==> src/hw/rtl/afst_outbuf.sv <==
// ----------------------------------------------------------------------------
// afst_outbuf
// Output register with a one-entry skid stage. The pipeline advances
// whenever the skid stage is empty.
// ----------------------------------------------------------------------------
`default_nettype none

module afst_outbuf (
	input  wire logic       clk,
	input  wire logic       arst_n,
	input  wire logic       res_valid,
	input  wire logic [7:0] res_pixel,
	input  wire logic       pixel_stall,
	output logic            pixel_valid,
	output logic [7:0]      pixel,
	output logic            en
);

	logic       skid_v_q;
	logic [7:0] skid_pixel_q;

	assign en = !skid_v_q;

	// A result lands in the output register when it is free or being taken,
	// otherwise in the skid stage, which then holds the pipeline.
	always_ff @(posedge clk or negedge arst_n) begin
		if (!arst_n) begin
			pixel_valid  <= 1'b0;
			pixel        <= '0;
			skid_v_q     <= 1'b0;
			skid_pixel_q <= '0;
		end else if (skid_v_q) begin
			if (!pixel_stall) begin
				pixel    <= skid_pixel_q;
				skid_v_q <= 1'b0;
			end
		end else if (res_valid) begin
			if (!pixel_valid || !pixel_stall) begin
				pixel_valid <= 1'b1;
				pixel       <= res_pixel;
			end else begin
				skid_v_q     <= 1'b1;
				skid_pixel_q <= res_pixel;
			end
		end else if (!pixel_stall) begin
			pixel_valid <= 1'b0;
		end
	end

endmodule

`default_nettype wire

==> config.mk <==
export PLATFORM = sky130hd
export DESIGN_NAME = afst_outbuf
export DESIGN_NICKNAME = d
export VERILOG_FILES = /design/src/hw/rtl/afst_outbuf.sv
export SDC_FILE = /design/constraint.sdc
export NUM_CORES = 1
export LEC_CHECK = 0
export BUFFER_PORTS_ARGS = -buffer_cell sky130_fd_sc_hd__buf_2
export CORE_ASPECT_RATIO = 1.2
export CORE_MARGIN = 2
export CORE_UTILIZATION = 49
export CTS_CLUSTER_DIAMETER = 100
export DETAILED_ROUTE_END_ITERATION = 7
export GPL_ROUTABILITY_DRIVEN = 0
export PLACE_DENSITY = 0.84
export SYNTH_ARGS = -nofsm -noshare
export SYNTH_HDL_FRONTEND = slang
export SYNTH_SLANG_ARGS = --single-unit
export TNS_END_PERCENT = 1
==> constraint.sdc <==
create_clock -name clk -period 1.8 [get_ports clk]
set_input_delay 0.36 -clock clk [delete_from_list [all_inputs] [get_ports clk]]
set_output_delay 0.36 -clock clk [all_outputs]
set_load 0.03 [all_outputs]
-- Word level (Yosys, flattened, before mapping)
Cells that the tools add are included.
- register bits after elaboration: 18
- input bits: 12
- output and inout port bits: 10
- word-level logic and storage cells: 29
- equality and inequality tests: 3
- muxes and demuxes: 11
- bitwise gates (word level): 2
- reduce and logical (&&, ||, !) cells: 9
- operators by type and width (operator ; number):
    8-bit two-way mux ; 4
    3-bit AND reduction ; 3
    1-bit two-way mux ; 7
    2-bit inequality test, second input constant ; 2
    2-bit nonzero test ; 2
    1-bit logical NOT ; 3
    2-bit by 1-bit inequality test with 1-bit output, second input constant ; 1
    1-bit NOT ; 2
    1-bit logical OR ; 1

-- Longest topological paths before layout
- depth after elaboration: 5
- gate-level depth with buffers: 3
- depth with buffers taken out: 3

-- Least setup slack after synthesis
No wires, ideal clock.
- path type: reg2reg
- from: register pixel_valid
- to: register pixel[0]
- setup time: 0.125 ns
- data arrival time: 1.301 ns
- data required time: 1.675 ns
- slack: 0.374 ns
- stages on the path, launching flop included: 4
- buffers on the path: 0
- clock period less this slack: 1.426 ns
- cell sequence: dfrtp_1 -> o21a_1 -> a21oi_4 -> mux2_2
- longest elaborated chain between the ends: 4
- RTL lines (element ; RTL line ; RTL):
    start, declared ; 14 ; output logic pixel_valid,
    start signal, assigned ; 28 ; pixel_valid <= 1'b0;
    start signal, assigned ; 39 ; pixel_valid <= 1'b1;
    start signal, assigned ; 46 ; pixel_valid <= 1'b0;
    1-bit logical NOT ; 38 ; if (!pixel_valid || !pixel_stall) begin
    1-bit logical OR ; 38 ;
    2-bit nonzero test (no line) ; - ;
    3-bit AND reduction (no line) ; - ;
    end signal, assigned ; 34 ; pixel <= skid_pixel_q;
    end signal, assigned ; 40 ; pixel <= res_pixel;
    end, declared ; 15 ; output logic [7:0] pixel,
Every way passes these cells.
A chain may end at the register's enable or synchronous reset.

-- Worst setup path in the final report
- from: register skid_v_q
- to: output en
- longest elaborated chain between the ends: 1
- RTL lines (element ; RTL line ; RTL):
    start, declared ; 19 ; logic skid_v_q;
    start signal, assigned ; 30 ; skid_v_q <= 1'b0;
    start signal, assigned ; 35 ; skid_v_q <= 1'b0;
    start signal, assigned ; 42 ; skid_v_q <= 1'b1;
    1-bit logical NOT ; 22 ; assign en = !skid_v_q;
    end, declared ; 16 ; output logic en
Every way passes these cells.

==> results.tsv <==
metric	value	unit
outcome	complete, no violations	
Cell Count, Final, Fillers Out	95	
share of cells above drive strength 1	66.7	%
CTS Root Cell	clkbuf_4	
mux cell area share after synthesis	34.2	%
Synth area leaders	dfrtp_1 57%, mux2_2 34%, a21oi_4 2.1%	
max-slew violation count	0	
DRC errors left	0	
setup TNS	0	ps
max incr delay on CP	440	ps
Final Hold Viols	0	
clock skew	3.31	ps
Worst-Margin Slew	396	ps
post-synthesis cell count	52	
dpl hpwl	941	µm
TritonCTS buffer count	3	
via count	504	
Post-Syn Area	790	µm²
Crit path required time	1440	ps
io pins	22	
critical path class	reg2out	
total grt overflow	0	
RSZ-0062 raised after global routing	false	
count of nets after finishing	91	
CTS tree	yes	
vias in the first global route	482	
hold slack	308	ps
fin crit period	1470	ps
Synth async-reset ratio	100	%
IO Port Bufs	21	
most common cell in the netlist	mux2_2	
slew margin rel.	73.6	%
drt wl/cell	13.7	µm
drt pass-1 iters	2	
PD cells	1380	mW/mm²
Distinct cells, synth	9	
crit path buf inv count	2	
worst vdd ir	0.624	mV
MaxCap Viol Count	0	
CTS clk-pin slew, worst paths	100	ps
synthesized area per cell	15.2	µm²
Longest Clk Path Bufs	2	
Hold Path Class	in2reg	
overall routed net length	1.31	mm
Setup crit start	skid_v_q	
number of core rows	15	
CP Data Arrival Time	1110	ps
Worst-Skew Late Latency	290	ps
Clock Sink Count	18	
Initial Utilization	53.2	%
Synth Area in Adders	0	%
core box area	0.00148	mm²
main flop type after synthesis	dfrtp_1	
most instantiated cells after synthesis	24 x mux2_2, 18 x dfrtp_1, 2 x inv_1, 2 x nand2_1, 2 x o21ai_0	
post-cts sizing count	0	
number of synthesized flops with an enable pin	0	
CP Max Fanout	6	
LEAKAGE	0.449	nW
DP Area	916	µm²
die area	0.00195	mm²
Via density	5.31	
H-Tree Depth	1	
final antenna-violating net count	0	
Synth area leader	dfrtp_1	
largest net degree at the start of global routing	19	
R2R Path Start	skid_v_q	
crit end category	primary output	
Synth Area in XOR/XNOR	0	%
1st-iter DRT viols	3	
Mapped Nets	64	
synth-to-layout area growth	21.9	%
Core Util, Final	64.9	%
total track usage	16.1	%
Worst setup SP type	flip-flop	
initial antenna violation count	0	
Hold Crit Start	res_pixel[1]	
final setup fails	0	
crit-path cells	inv_1 > buf_2	
FMAX	0.680	GHz
fin area	962	µm²
post-synthesis simple-gate area fraction	2.54	%
flops & latches, synth	18	
Die W	40.6	µm
Placed Cells	90	
diode count	0	
synth warn	0	
DIE HEIGHT	48.0	µm
Yosys top cell area share	57.1	%
main combinational cell family by area after synthesis	multiplexers	
Seq/Total Area, Yosys	57.1	%
Largest delay share family, worst path	flip-flops	
Synth Area in Compound Gates	4.28	%
Crit-path slowest cell	dfrtp_1	
period utilization	81.7	%
first-pass GRT wire length	2.01	mm
-- state kept, by name (all words and copies together), names as in the netlist --
register and count:
skid_pixel_q 8, pixel_valid 1, skid_v_q 1, pixel 8
-- cells by family after synthesis --
group | count (synthesis)
compound gates | 4
mux | 24
flops | 18
simple gates | 3
buf+inv | 3
-- path summary, 6_finish.rpt --
path	end	slack, ps	cells after the start
max	en	330	2
min	skid_pixel_q[1]	310	2
max reg2reg	pixel[1]	390	3
min reg2reg	skid_pixel_q[0]	510	1
max in group asynchronous	pixel[3]	1000	2
min in group asynchronous	skid_pixel_q[4]	520	2
-- layout by cell type, fill, tap and decap left out, drive strengths merged --
cell type / n
dfrtp: 18
nand2: 2
inv: 2
a21oi: 1
mux2: 24
clkbuf: 4
nand4: 1
dlygate4sd3: 1
buf: 22
o21a: 1
o21ai: 2
-- cell type report --
| class | instances | area [µm²] |
|---|---|---|
| clock buffers | 4 | 36.3 |
| repair buffers | 23 | 123 |
| flip-flops and latches | 18 | 450 |
| inverters | 2 | 7.51 |
| well taps | 17 | 21.3 |
| fillers | 107 | 520 |
| multi-input cells | 31 | 324 |
-- stage by stage --
step                setup slack [ps]  total power [mW]
floorplan                        374             0.954
global placement                 428              1.08
detailed placement               402              1.10
CTS                              318              1.35
global route                     260              1.41
finish                           330              1.33
-- timing repair --
action / CTS / global route
setup buffers: 0 / 0
hold endpoints to repair: 18 / 0
hold buffers: 1 / 0
-- where the power goes --
part           internal [mW]  switching (mW)
combinational          0.210           0.264
clock                  0.123           0.122
sequential             0.540          0.0690
total                  0.873           0.455
-- metal layers --
metal	vias up	part of all wire, %	track usage, %
met5	-	0	0
met4	0	1.0	10.0
met3	2	4.8	2.79
met2	15	49	25.7
met1	252	45	19.8
li1	235	-	-
(Power assumes the default switching activity.)
